--- config.mk ---
export PLATFORM = sky130hd
export DESIGN_NAME = microwire_serial_eeprom_top
export DESIGN_NICKNAME = d
export VERILOG_FILES = /design/src/uwee_pkg.sv /design/src/uwee_mem.sv /design/src/uwee_ctrl.sv /design/src/uwee_dp.sv /design/src/microwire_serial_eeprom_top.sv
export SDC_FILE = /design/constraint.sdc
export NUM_CORES = 2
export LEC_CHECK = 0
export BUFFER_PORTS_ARGS = -buffer_cell sky130_fd_sc_hd__buf_4
export CORE_UTILIZATION = 47
export CTS_CLUSTER_SIZE = 12
export DETAILED_ROUTE_END_ITERATION = 12
export PLACE_DENSITY = 0.74
export SYNTH_ARGS = -nofsm -noshare
export SYNTH_HDL_FRONTEND = slang
export SYNTH_SLANG_ARGS = --single-unit
--- constraint.sdc ---
create_clock -name clock -period 14.4 [get_ports clock]
set_input_delay 1.44 -clock clock [delete_from_list [all_inputs] [get_ports clock]]
set_output_delay 1.44 -clock clock [all_outputs]
set_load 0.02 [all_outputs]
--- src/uwee_pkg.sv ---
package uwee_pkg;

   // defaults for the top-level parameters
   localparam int MEM_BITS_DEF   = 1024;
   localparam int DATA_WIDTH_DEF = 16;
   localparam int ADDR_WIDTH_DEF = 6;

   // input bit counter, saturating
   localparam int              TAKEN_W   = 6;
   localparam logic [TAKEN_W-1:0] TAKEN_MAX = 6'd63;

   // start bit plus 2-bit opcode
   localparam logic [2:0] OP_EXT   = 3'd4;
   localparam logic [2:0] OP_WRITE = 3'd5;
   localparam logic [2:0] OP_READ  = 3'd6;
   localparam logic [2:0] OP_ERASE = 3'd7;

   // sub-codes of the extended opcode
   localparam logic [1:0] SUB_EWDS = 2'd0;
   localparam logic [1:0] SUB_EWEN = 2'd3;

   typedef struct packed {
      logic capture;   // latch the request fields
      logic step;      // apply one item to the protocol state
      logic load;      // finish an item that read the memory
   } uwee_cmd_type;

   typedef struct packed {
      logic need_load; // the stepped item still needs the memory read data
   } uwee_sts_type;

endpackage

--- src/uwee_mem.sv ---
module uwee_mem #(
   parameter int WORDS      = 64,
   parameter int DATA_WIDTH = 16
) (
   input  logic                         clock,
   input  logic                         reset,
   input  logic                         wr_en,
   input  logic [$clog2(WORDS)-1:0]     wr_addr,
   input  logic [DATA_WIDTH-1:0]        wr_data,
   input  logic                         rd_en,
   input  logic [$clog2(WORDS)-1:0]     rd_addr,
   output logic [DATA_WIDTH-1:0]        rd_data
);
   logic [DATA_WIDTH-1:0] store_mem [WORDS];
   logic [WORDS-1:0]      valid_ff;
   logic [WORDS-1:0]      valid_in;
   logic [DATA_WIDTH-1:0] rd_word_ff;
   logic                  rd_valid_ff;

   always_comb begin
      valid_in = valid_ff;
      if (wr_en) begin
         valid_in[wr_addr] = 1'b1;
      end
   end

   always_ff @(posedge clock) begin
      if (reset) begin
         valid_ff <= '0;
      end else begin
         valid_ff <= valid_in;
      end
   end

   always_ff @(posedge clock) begin
      if (wr_en) begin
         store_mem[wr_addr] <= wr_data;
      end
   end

   always_ff @(posedge clock) begin
      if (rd_en) begin
         rd_word_ff  <= store_mem[rd_addr];
         rd_valid_ff <= valid_ff[rd_addr];
      end
   end

   // entries never written since reset read as zero
   assign rd_data = rd_valid_ff ? rd_word_ff : '0;

endmodule

--- src/uwee_ctrl.sv ---
module uwee_ctrl (
   input  logic                  clock,
   input  logic                  reset,
   input  logic                  start,
   output logic                  busy,
   output uwee_pkg::uwee_cmd_type cmd,
   input  uwee_pkg::uwee_sts_type sts,
   output logic                  rsp_valid
);
   import uwee_pkg::*;

   typedef enum logic [2:0] {
      ST_IDLE = 3'b001,
      ST_EVAL = 3'b010,
      ST_LOAD = 3'b100
   } state_type;

   state_type state_ff, state_in;
   logic      rsp_valid_ff, rsp_valid_in;

   always_comb begin
      state_in     = state_ff;
      rsp_valid_in = 1'b0;
      cmd          = '0;
      case (state_ff)
         ST_IDLE: begin
            if (start) begin
               cmd.capture = 1'b1;
               state_in    = ST_EVAL;
            end
         end
         ST_EVAL: begin
            cmd.step = 1'b1;
            if (sts.need_load) begin
               state_in = ST_LOAD;
            end else begin
               rsp_valid_in = 1'b1;
               state_in     = ST_IDLE;
            end
         end
         ST_LOAD: begin
            cmd.load     = 1'b1;
            rsp_valid_in = 1'b1;
            state_in     = ST_IDLE;
         end
         default: begin
            state_in = ST_IDLE;
         end
      endcase
   end

   always_ff @(posedge clock) begin
      if (reset) begin
         state_ff     <= ST_IDLE;
         rsp_valid_ff <= 1'b0;
      end else begin
         state_ff     <= state_in;
         rsp_valid_ff <= rsp_valid_in;
      end
   end

   assign busy      = (state_ff != ST_IDLE);
   assign rsp_valid = rsp_valid_ff;

   a_rsp_in_idle: assert property (@(posedge clock) disable iff (reset)
      rsp_valid_ff |-> (state_ff == ST_IDLE))
      else $error("response strobe outside idle");

   a_load_after_eval: assert property (@(posedge clock) disable iff (reset)
      (state_ff == ST_LOAD) |-> ($past(state_ff) == ST_EVAL))
      else $error("load state not entered from eval");

   a_accept_to_eval: assert property (@(posedge clock) disable iff (reset)
      (start && !busy) |=> (state_ff == ST_EVAL))
      else $error("accepted item not evaluated");

   a_eval_ends: assert property (@(posedge clock) disable iff (reset)
      (state_ff == ST_EVAL) |=> (rsp_valid_ff || state_ff == ST_LOAD))
      else $error("evaluated item without response or load");

endmodule

--- src/uwee_dp.sv ---
module uwee_dp #(
   parameter int MEM_BITS   = uwee_pkg::MEM_BITS_DEF,
   parameter int DATA_WIDTH = uwee_pkg::DATA_WIDTH_DEF,
   parameter int ADDR_WIDTH = uwee_pkg::ADDR_WIDTH_DEF
) (
   input  logic                   clock,
   input  logic                   reset,
   input  uwee_pkg::uwee_cmd_type cmd,
   output uwee_pkg::uwee_sts_type sts,
   input  logic                   req_func,
   input  logic                   req_sk,
   input  logic                   req_cs,
   input  logic                   req_di,
   input  logic [6:0]             req_fill_offset,
   input  logic [7:0]             req_fill_byte,
   output logic                   rsp_data_out
);
   import uwee_pkg::*;

   localparam int WORDS   = MEM_BITS / DATA_WIDTH;
   localparam int BYTES   = MEM_BITS / 8;
   localparam int IDX_W   = $clog2(WORDS);
   localparam int IN_BITS = ADDR_WIDTH + DATA_WIDTH + 3;
   localparam int SEND_W  = $clog2(DATA_WIDTH + 2);
   localparam int CMP_W   = (ADDR_WIDTH > IDX_W + 1) ? ADDR_WIDTH : IDX_W + 1;
   localparam int OP_W    = DATA_WIDTH + 3;

   localparam logic [CMP_W-1:0]   WORD_MASK  = CMP_W'(WORDS - 1);
   localparam logic [CMP_W-1:0]   WORD_COUNT = CMP_W'(WORDS);
   localparam logic [TAKEN_W-1:0] TAKEN_FULL = TAKEN_W'(IN_BITS);
   localparam logic [TAKEN_W-1:0] TAKEN_CMD  = TAKEN_W'(ADDR_WIDTH + 3);
   localparam logic [SEND_W-1:0]  SEND_READ  = SEND_W'(DATA_WIDTH);

   // latched request fields
   logic       func_ff, sk_ff, cs_ff, di_ff;
   logic [6:0] off_ff;
   logic [7:0] byte_ff;

   // protocol state
   logic                  last_clock_ff, last_clock_in;
   logic                  out_bit_ff, out_bit_in;
   logic                  we_ff, we_in;
   logic [IN_BITS-1:0]    shift_in_ff, shift_in_in;
   logic [TAKEN_W-1:0]    taken_ff, taken_in;
   logic [SEND_W-1:0]     send_ff, send_in;
   logic [DATA_WIDTH:0]   shift_out_ff, shift_out_in;

   // remember whether the read address was in range
   logic                  cmd_addr_hold_ff, cmd_addr_hold_in;

   // memory port
   logic                  mem_wr_en, mem_rd_en;
   logic [IDX_W-1:0]      mem_wr_addr, mem_rd_addr;
   logic [DATA_WIDTH-1:0] mem_wr_data, mem_rd_data;

   // edge decode
   logic [TAKEN_W-1:0]    taken_new;
   logic [IN_BITS-1:0]    shift_new;
   logic [OP_W-1:0]       cmd_op;
   logic [1:0]            cmd_sub;
   logic [CMP_W-1:0]      cmd_masked, wr_masked;
   logic                  cmd_addr_ok, wr_addr_ok;
   logic                  rise;

   // fill decode
   logic                  fill_ok;
   logic [IDX_W-1:0]      fill_idx;
   logic [15:0]           fill_old;
   logic [15:0]           fill_merged;

   always_ff @(posedge clock) begin
      if (cmd.capture) begin
         func_ff <= req_func;
         sk_ff   <= req_sk;
         cs_ff   <= req_cs;
         di_ff   <= req_di;
         off_ff  <= req_fill_offset;
         byte_ff <= req_fill_byte;
      end
   end

   always_comb begin
      fill_ok  = 1'b0;
      fill_idx = '0;
      if (DATA_WIDTH > 8) begin
         fill_ok  = ((BYTES > 127) || (off_ff < 7'(BYTES)))
                 && ((WORDS > 63) || (off_ff[6:1] < 6'(WORDS)));
         fill_idx = IDX_W'(off_ff[6:1]);
      end else begin
         fill_ok  = (WORDS > 127) || (off_ff < 7'(WORDS));
         fill_idx = IDX_W'(off_ff);
      end
      fill_old = 16'(mem_rd_data);
      if (DATA_WIDTH > 8) begin
         fill_merged = off_ff[0] ? {byte_ff, fill_old[7:0]} : {fill_old[15:8], byte_ff};
      end else begin
         fill_merged = {8'h00, byte_ff};
      end
   end

   always_comb begin
      rise      = sk_ff && !last_clock_ff;
      taken_new = taken_ff;
      if (di_ff && (shift_in_ff == '0)) begin
         taken_new = TAKEN_W'(1);
      end else if (taken_ff < TAKEN_MAX) begin
         taken_new = taken_ff + TAKEN_W'(1);
      end
      shift_new   = {shift_in_ff[IN_BITS-2:0], di_ff};
      cmd_op      = shift_new[IN_BITS-1:ADDR_WIDTH];
      cmd_sub     = shift_new[ADDR_WIDTH-1:ADDR_WIDTH-2];
      cmd_masked  = CMP_W'(shift_new[ADDR_WIDTH-1:0]) & WORD_MASK;
      cmd_addr_ok = cmd_masked < WORD_COUNT;
      wr_masked   = CMP_W'(shift_new[DATA_WIDTH+ADDR_WIDTH-1:DATA_WIDTH]) & WORD_MASK;
      wr_addr_ok  = wr_masked < WORD_COUNT;
   end

   always_comb begin
      last_clock_in = last_clock_ff;
      out_bit_in    = out_bit_ff;
      we_in         = we_ff;
      shift_in_in   = shift_in_ff;
      taken_in      = taken_ff;
      send_in       = send_ff;
      shift_out_in  = shift_out_ff;
      mem_wr_en     = 1'b0;
      mem_wr_addr   = '0;
      mem_wr_data   = '0;
      mem_rd_en     = 1'b0;
      mem_rd_addr   = '0;
      sts.need_load = 1'b0;

      if (cmd.step) begin
         if (func_ff) begin
            // preload: read the word, merge the byte in the next cycle
            mem_rd_en     = fill_ok;
            mem_rd_addr   = fill_idx;
            sts.need_load = fill_ok;
         end else if (!cs_ff) begin
            send_in       = '0;
            taken_in      = '0;
            shift_in_in   = '0;
            out_bit_in    = 1'b1;
            last_clock_in = sk_ff;
         end else begin
            last_clock_in = sk_ff;
            if (rise) begin
               if (send_ff == '0) begin
                  taken_in    = taken_new;
                  shift_in_in = shift_new;
                  out_bit_in  = 1'b1;
                  if (taken_new == TAKEN_FULL) begin
                     if ((shift_new[IN_BITS-1:IN_BITS-3] == OP_WRITE) && we_ff
                         && wr_addr_ok) begin
                        mem_wr_en   = 1'b1;
                        mem_wr_addr = wr_masked[IDX_W-1:0];
                        mem_wr_data = shift_new[DATA_WIDTH-1:0];
                     end
                  end else if (taken_new == TAKEN_CMD) begin
                     if (cmd_op == OP_W'(OP_EXT)) begin
                        if (cmd_sub == SUB_EWDS) begin
                           we_in = 1'b0;
                        end else if (cmd_sub == SUB_EWEN) begin
                           we_in = 1'b1;
                        end
                     end else if (cmd_op == OP_W'(OP_READ)) begin
                        // dummy zero goes out now, data follows from the load
                        send_in       = SEND_READ;
                        out_bit_in    = 1'b0;
                        mem_rd_en     = cmd_addr_ok;
                        mem_rd_addr   = cmd_masked[IDX_W-1:0];
                        sts.need_load = 1'b1;
                     end else if (cmd_op == OP_W'(OP_ERASE)) begin
                        if (we_ff && cmd_addr_ok) begin
                           mem_wr_en   = 1'b1;
                           mem_wr_addr = cmd_masked[IDX_W-1:0];
                           mem_wr_data = '1;
                        end
                     end
                  end
               end else begin
                  send_in      = send_ff - SEND_W'(1);
                  out_bit_in   = shift_out_ff[DATA_WIDTH];
                  shift_out_in = {shift_out_ff[DATA_WIDTH-1:0], 1'b0};
               end
            end
         end
      end

      if (cmd.load) begin
         if (func_ff) begin
            mem_wr_en   = 1'b1;
            mem_wr_addr = fill_idx;
            mem_wr_data = DATA_WIDTH'(fill_merged);
         end else begin
            // out-of-range read address: the register read was skipped, use zero
            shift_out_in = {(cmd_addr_hold_ff ? mem_rd_data : '0), 1'b0};
         end
      end
   end

   assign cmd_addr_hold_in = (cmd.step && sts.need_load) ? (func_ff || cmd_addr_ok)
                                                         : cmd_addr_hold_ff;

   always_ff @(posedge clock) begin
      if (reset) begin
         last_clock_ff    <= 1'b0;
         out_bit_ff       <= 1'b1;
         we_ff            <= 1'b0;
         shift_in_ff      <= '0;
         taken_ff         <= '0;
         send_ff          <= '0;
         shift_out_ff     <= '0;
         cmd_addr_hold_ff <= 1'b0;
      end else begin
         last_clock_ff    <= last_clock_in;
         out_bit_ff       <= out_bit_in;
         we_ff            <= we_in;
         shift_in_ff      <= shift_in_in;
         taken_ff         <= taken_in;
         send_ff          <= send_in;
         shift_out_ff     <= shift_out_in;
         cmd_addr_hold_ff <= cmd_addr_hold_in;
      end
   end

   uwee_mem #(
      .WORDS      (WORDS),
      .DATA_WIDTH (DATA_WIDTH)
   ) u_mem (
      .clock   (clock),
      .reset   (reset),
      .wr_en   (mem_wr_en),
      .wr_addr (mem_wr_addr),
      .wr_data (mem_wr_data),
      .rd_en   (mem_rd_en),
      .rd_addr (mem_rd_addr),
      .rd_data (mem_rd_data)
   );

   assign rsp_data_out = out_bit_ff;

   a_no_write_on_load_read: assert property (@(posedge clock) disable iff (reset)
      (cmd.load && !func_ff) |-> !mem_wr_en)
      else $error("memory written while loading read data");

   a_read_starts_low: assert property (@(posedge clock) disable iff (reset)
      (cmd.step && !func_ff && sts.need_load) |=> (!out_bit_ff && send_ff == SEND_READ))
      else $error("read command did not send the dummy zero");

   a_send_bounded: assert property (@(posedge clock) disable iff (reset)
      send_ff <= SEND_READ)
      else $error("send counter beyond data width");

endmodule

--- src/microwire_serial_eeprom_top.sv ---
// Channel   | Ports                                   | Handshake
// ----------+-----------------------------------------+------------------------------
// request   | req_func req_sk req_cs req_di           | taken when start & !busy
//           | req_fill_offset req_fill_byte           |
// response  | rsp_data_out                            | rsp_valid, one cycle each
//
// An item goes from accept through ST_EVAL to the response strobe; a READ command and a
// preload also go through ST_LOAD, for the registered read port of the word memory.
// A new item can be accepted in the same cycle the previous response is strobed.
// Synchronous active-high reset clears the protocol state and all memory valid bits,
// so the memory reads as zero until written; no clearing pass is needed.
// The response side has no stall: each response is strobed exactly once.
module microwire_serial_eeprom_top #(
   parameter int MEM_BITS   = uwee_pkg::MEM_BITS_DEF,
   parameter int DATA_WIDTH = uwee_pkg::DATA_WIDTH_DEF,
   parameter int ADDR_WIDTH = uwee_pkg::ADDR_WIDTH_DEF
) (
   input  logic       clock,
   input  logic       reset,
   input  logic       start,
   output logic       busy,
   input  logic       req_func,
   input  logic       req_sk,
   input  logic       req_cs,
   input  logic       req_di,
   input  logic [6:0] req_fill_offset,
   input  logic [7:0] req_fill_byte,
   output logic       rsp_valid,
   output logic       rsp_data_out
);
   import uwee_pkg::*;

   uwee_cmd_type cmd;
   uwee_sts_type sts;

   uwee_ctrl u_ctrl (
      .clock     (clock),
      .reset     (reset),
      .start     (start),
      .busy      (busy),
      .cmd       (cmd),
      .sts       (sts),
      .rsp_valid (rsp_valid)
   );

   uwee_dp #(
      .MEM_BITS   (MEM_BITS),
      .DATA_WIDTH (DATA_WIDTH),
      .ADDR_WIDTH (ADDR_WIDTH)
   ) u_dp (
      .clock           (clock),
      .reset           (reset),
      .cmd             (cmd),
      .sts             (sts),
      .req_func        (req_func),
      .req_sk          (req_sk),
      .req_cs          (req_cs),
      .req_di          (req_di),
      .req_fill_offset (req_fill_offset),
      .req_fill_byte   (req_fill_byte),
      .rsp_data_out    (rsp_data_out)
   );

endmodule
==> flow_metrics.py <==
metrics = {
    "cts": {
        "ctsHoldBuffers": 0,
        "cts_tree": "built",
        "cts_root_buf": "clkbuf_16",
        "cts_setup_buffers": 0,
        "post_cts_resize_count": 0,
        "htreeDepth": 3,
        "clockBufferDepth": 3,
        "clkTransAtPathRegs_ps": 60,
        "cts.sinks": 1185,
        "clock_latency_ps": 700,
        "cts_buffers": 115,
    },
    "sta": {
        "min_period_ps": 5791,
        "setup_tns_ps": 0,
        "fin_crit_sh_pct": 40.22,
        "finalSetupViolations": 0,
        "drv_slew": 0,
        "tightest_slew_ps": 1288,
        "skew_ps": 29.13,
        "hold_viol": 0,
        "rsz0062_at_grt": "false",
        "fmax_ghz": 0.1727,
        "slew_headroom_pct": 14.13,
    },
    "power": {
        "pwr_density_cell_nw_per_um2": 124.0,
        "p_leak_nw": 15.70,
        "peakVddDrop_mv": 0.1025,
    },
    "die": {
        "placementRows": 116,
        "die_w_um": 319.3,
        "die_area_um2": 101900,
        "coreArea_um2": 99860,
        "pin_count": 25,
        "initial_utilization_pct": 47.38,
        "fp.dieH_um": 319.3,
    },
    "layout": {
        "final_util_pct": 52.82,
        "fill_cells": 7982,
        "drive_gt1_share_pct": 8.927,
        "nets": 3737,
        "syn_to_final_growth_pct": 11.48,
    },
    "worst_setup_path": {
        "startpoint_type": "register",
        "crit_chain": "nor4b_1, and4_1, nand4_1, nand2_4, buf_4, buf_4, nand2_1, a31oi_1, nand4_1, a21oi_1, or4_1",
        "max_stage_delay_ps": 950,
        "cp_max_fo": 98,
        "crit_path_end_kind": "register",
        "cpMaxStageDelayCell": "buf_4",
        "worstPathRequired_ps": 14950,
        "critical_path_class": "reg -> reg",
        "arrival_ps": 6340,
    },
    "outcome": {
        "outcome": "finished, final reports clean",
    },
    "global_routing": {
        "grt.total_usage_pct": 24.62,
        "grt_pass1_vias": 30156,
        "grt_pass1_wl_um": 189400,
        "grt_max_degree": 189,
        "antenna_found_initial": 7,
        "globalRouteOverflowTotal": 0,
    },
    "logic_synthesis": {
        "syn_avg_cell_area_um2": 12.77,
        "synth_top_cell_area_share_pct": 67.28,
        "ys_top_cells_by_count": "1060 x edfxtp_1, 796 x nand2_1, 243 x nand3_1, 195 x clkbuf_1, 183 x a21oi_1",
        "yosysMostFrequentCell": "edfxtp_1",
        "ys.flop_type": "edfxtp_1",
        "yosysSeqAreaShare_pct": 72.57,
        "synth-async-reset-ratio_pct": 0,
        "yosys_warnings": 0,
        "synth.cell_area_um2": 47310,
        "synth_edf_count": 1060,
        "synth_cells": 3706,
        "syn_nets": 3731,
        "synthTopCellsByArea": "edfxtp_1 67%, nand2_1 6.3%, dfxtp_1 5.3%",
        "synth_cell_types": 69,
        "ys_ff_latch": 1185,
        "synth_top_cell_by_area": "edfxtp_1",
    },
    "routing": {
        "wl_per_cell_um": 25.35,
        "ant_nets": 0,
        "drt-initial-drc-count": 4557,
        "vias": 31789,
        "drc": 0,
        "routed_via_density": 6.263,
        "wl_um": 128700,
        "dr.pass1.iters": 6,
    },
    "place": {
        "gp_congestion": 0.9168,
        "hpwl_um": 71040,
        "io_buffer_count": 24,
    },
    "worst_hold_path": {
        "hold_class": "reg -> reg",
    },
    "flow_run": {
        "maxCapViolCount": 0,
    },
}
==> placed cells by master (no fill, tap or decap), drive strengths merged, types with 4 or more instances in the layout <==
master and count:
nand3 243, nand3b 4, nor4 11, nand2b 7, edfxtp 1060, or4 21
nand4 55, nand4b 5, nor2b 11, o21ai 61, nor2 144, buf 152
a32oi 76, nor3 14, a31oi 99, inv 74, a22oi 97, o211ai 10
or3 6, nand2 796, and2 4, and3 47, a311oi 17, dfxtp 125
a211oi 52, and4 5, o21a 6, clkbuf 159, nor4b 4, clkinv 16
o22ai 95, a32o 6, a21oi 187, mux2i 66
==> path summary, 6_finish.rpt <==
path	from	end	slack, ps	cells after the start
setup / recovery	u_dp.func_ff	u_dp.u_mem.rd_word_ff[1]	8610	11
hold / removal	u_dp.cmd_addr_hold_ff	u_dp.cmd_addr_hold_ff	470	2
setup reg to reg	u_dp.func_ff	u_dp.u_mem.rd_word_ff[1]	8610	11
hold reg to reg	u_dp.cmd_addr_hold_ff	u_dp.cmd_addr_hold_ff	470	2
==> routing by layer <==
layer	part of all wire, %	GRT usage, %	vias to the layer above
met3	11	4.731	358
li1	-	-	13915
met4	5.1	12.71	8
met2	45	37.64	1998
met5	0.036	0	-
met1	39	33.55	15510
==> cell families after synthesis <==
| kind of cell | after synthesis | share of synthesized area [%] |
|---|---|---|
| AO/OA/AOI/OAI | 724 | 10.06 |
| AND/OR/NAND/NOR | 1389 | 12.99 |
| buffers and inverters | 335 | 2.819 |
| multiplexers | 69 | 1.468 |
| adder cells (fa/ha/maj) | 3 | 0.07935 |
| XOR/XNOR | 1 | 0.01852 |
| flip-flops | 1185 | 72.57 |
==> where the power goes <==
part / switching, W / total [W] / internal (W) / leakage [nW]
Combinational: 0.0000479 / 0.0000691 / 0.0000212 / 5.69
Sequential: 0.00000812 / 0.00370 / 0.00370 / 8.39
Clock: 0.00122 / 0.00277 / 0.00154 / 1.62
Total: 0.00128 / 0.00654 / 0.00526 / 15.7
==> critical path: cells and delay by family (launching register included) <==
kind | cells | cell delay [ps]
AO/OA/AOI/OAI | 2 | 1000
AND/OR/NAND/NOR | 7 | 2110
buffers and inverters | 2 | 1710
flip-flops | 1 | 710
==> state kept, by name (all words and copies together) (netlist names), 3 cells and up <==
name	flops
u_ctrl.state_ff	3
u_dp.byte_ff	8
u_dp.off_ff	7
u_dp.send_ff	5
u_dp.shift_in_ff	25
u_dp.shift_out_ff	17
u_dp.taken_ff	6
u_dp.u_mem.rd_word_ff	16
u_dp.u_mem.store_mem	1024
u_dp.u_mem.valid_ff	64
==> stage by stage <==
step	hold slack [ps]	instances	power, W	setup WS [ps]	instance area (µm²)
floorplan	431.7	3706	0.003814	9717	47310
global placement	441.5	4893	0.003842	8984	49370
detailed placement	454.6	4893	0.003843	8853	49370
CTS	468.6	5073	0.006559	8845	52730
global route	489.6	5075	0.006687	8409	52740
finish	466.3	5076	0.006541	8609	52740
==> cell type report <==
class	instances	area, µm²	area share [%]
Timing Repair Buffer	152	1166	2.211
Multi-Input combinational cell	2186	11980	22.72
Sequential cell	1185	34330	65.10
Inverter	72	270.3	0.5124
Clock buffer	159	3198	6.064
Clock inverter	21	161.4	0.3060
Tap cell	1298	1624	3.079
Antenna cell	3	7.507	0.01423
Power figures use the tool's default switching activity.
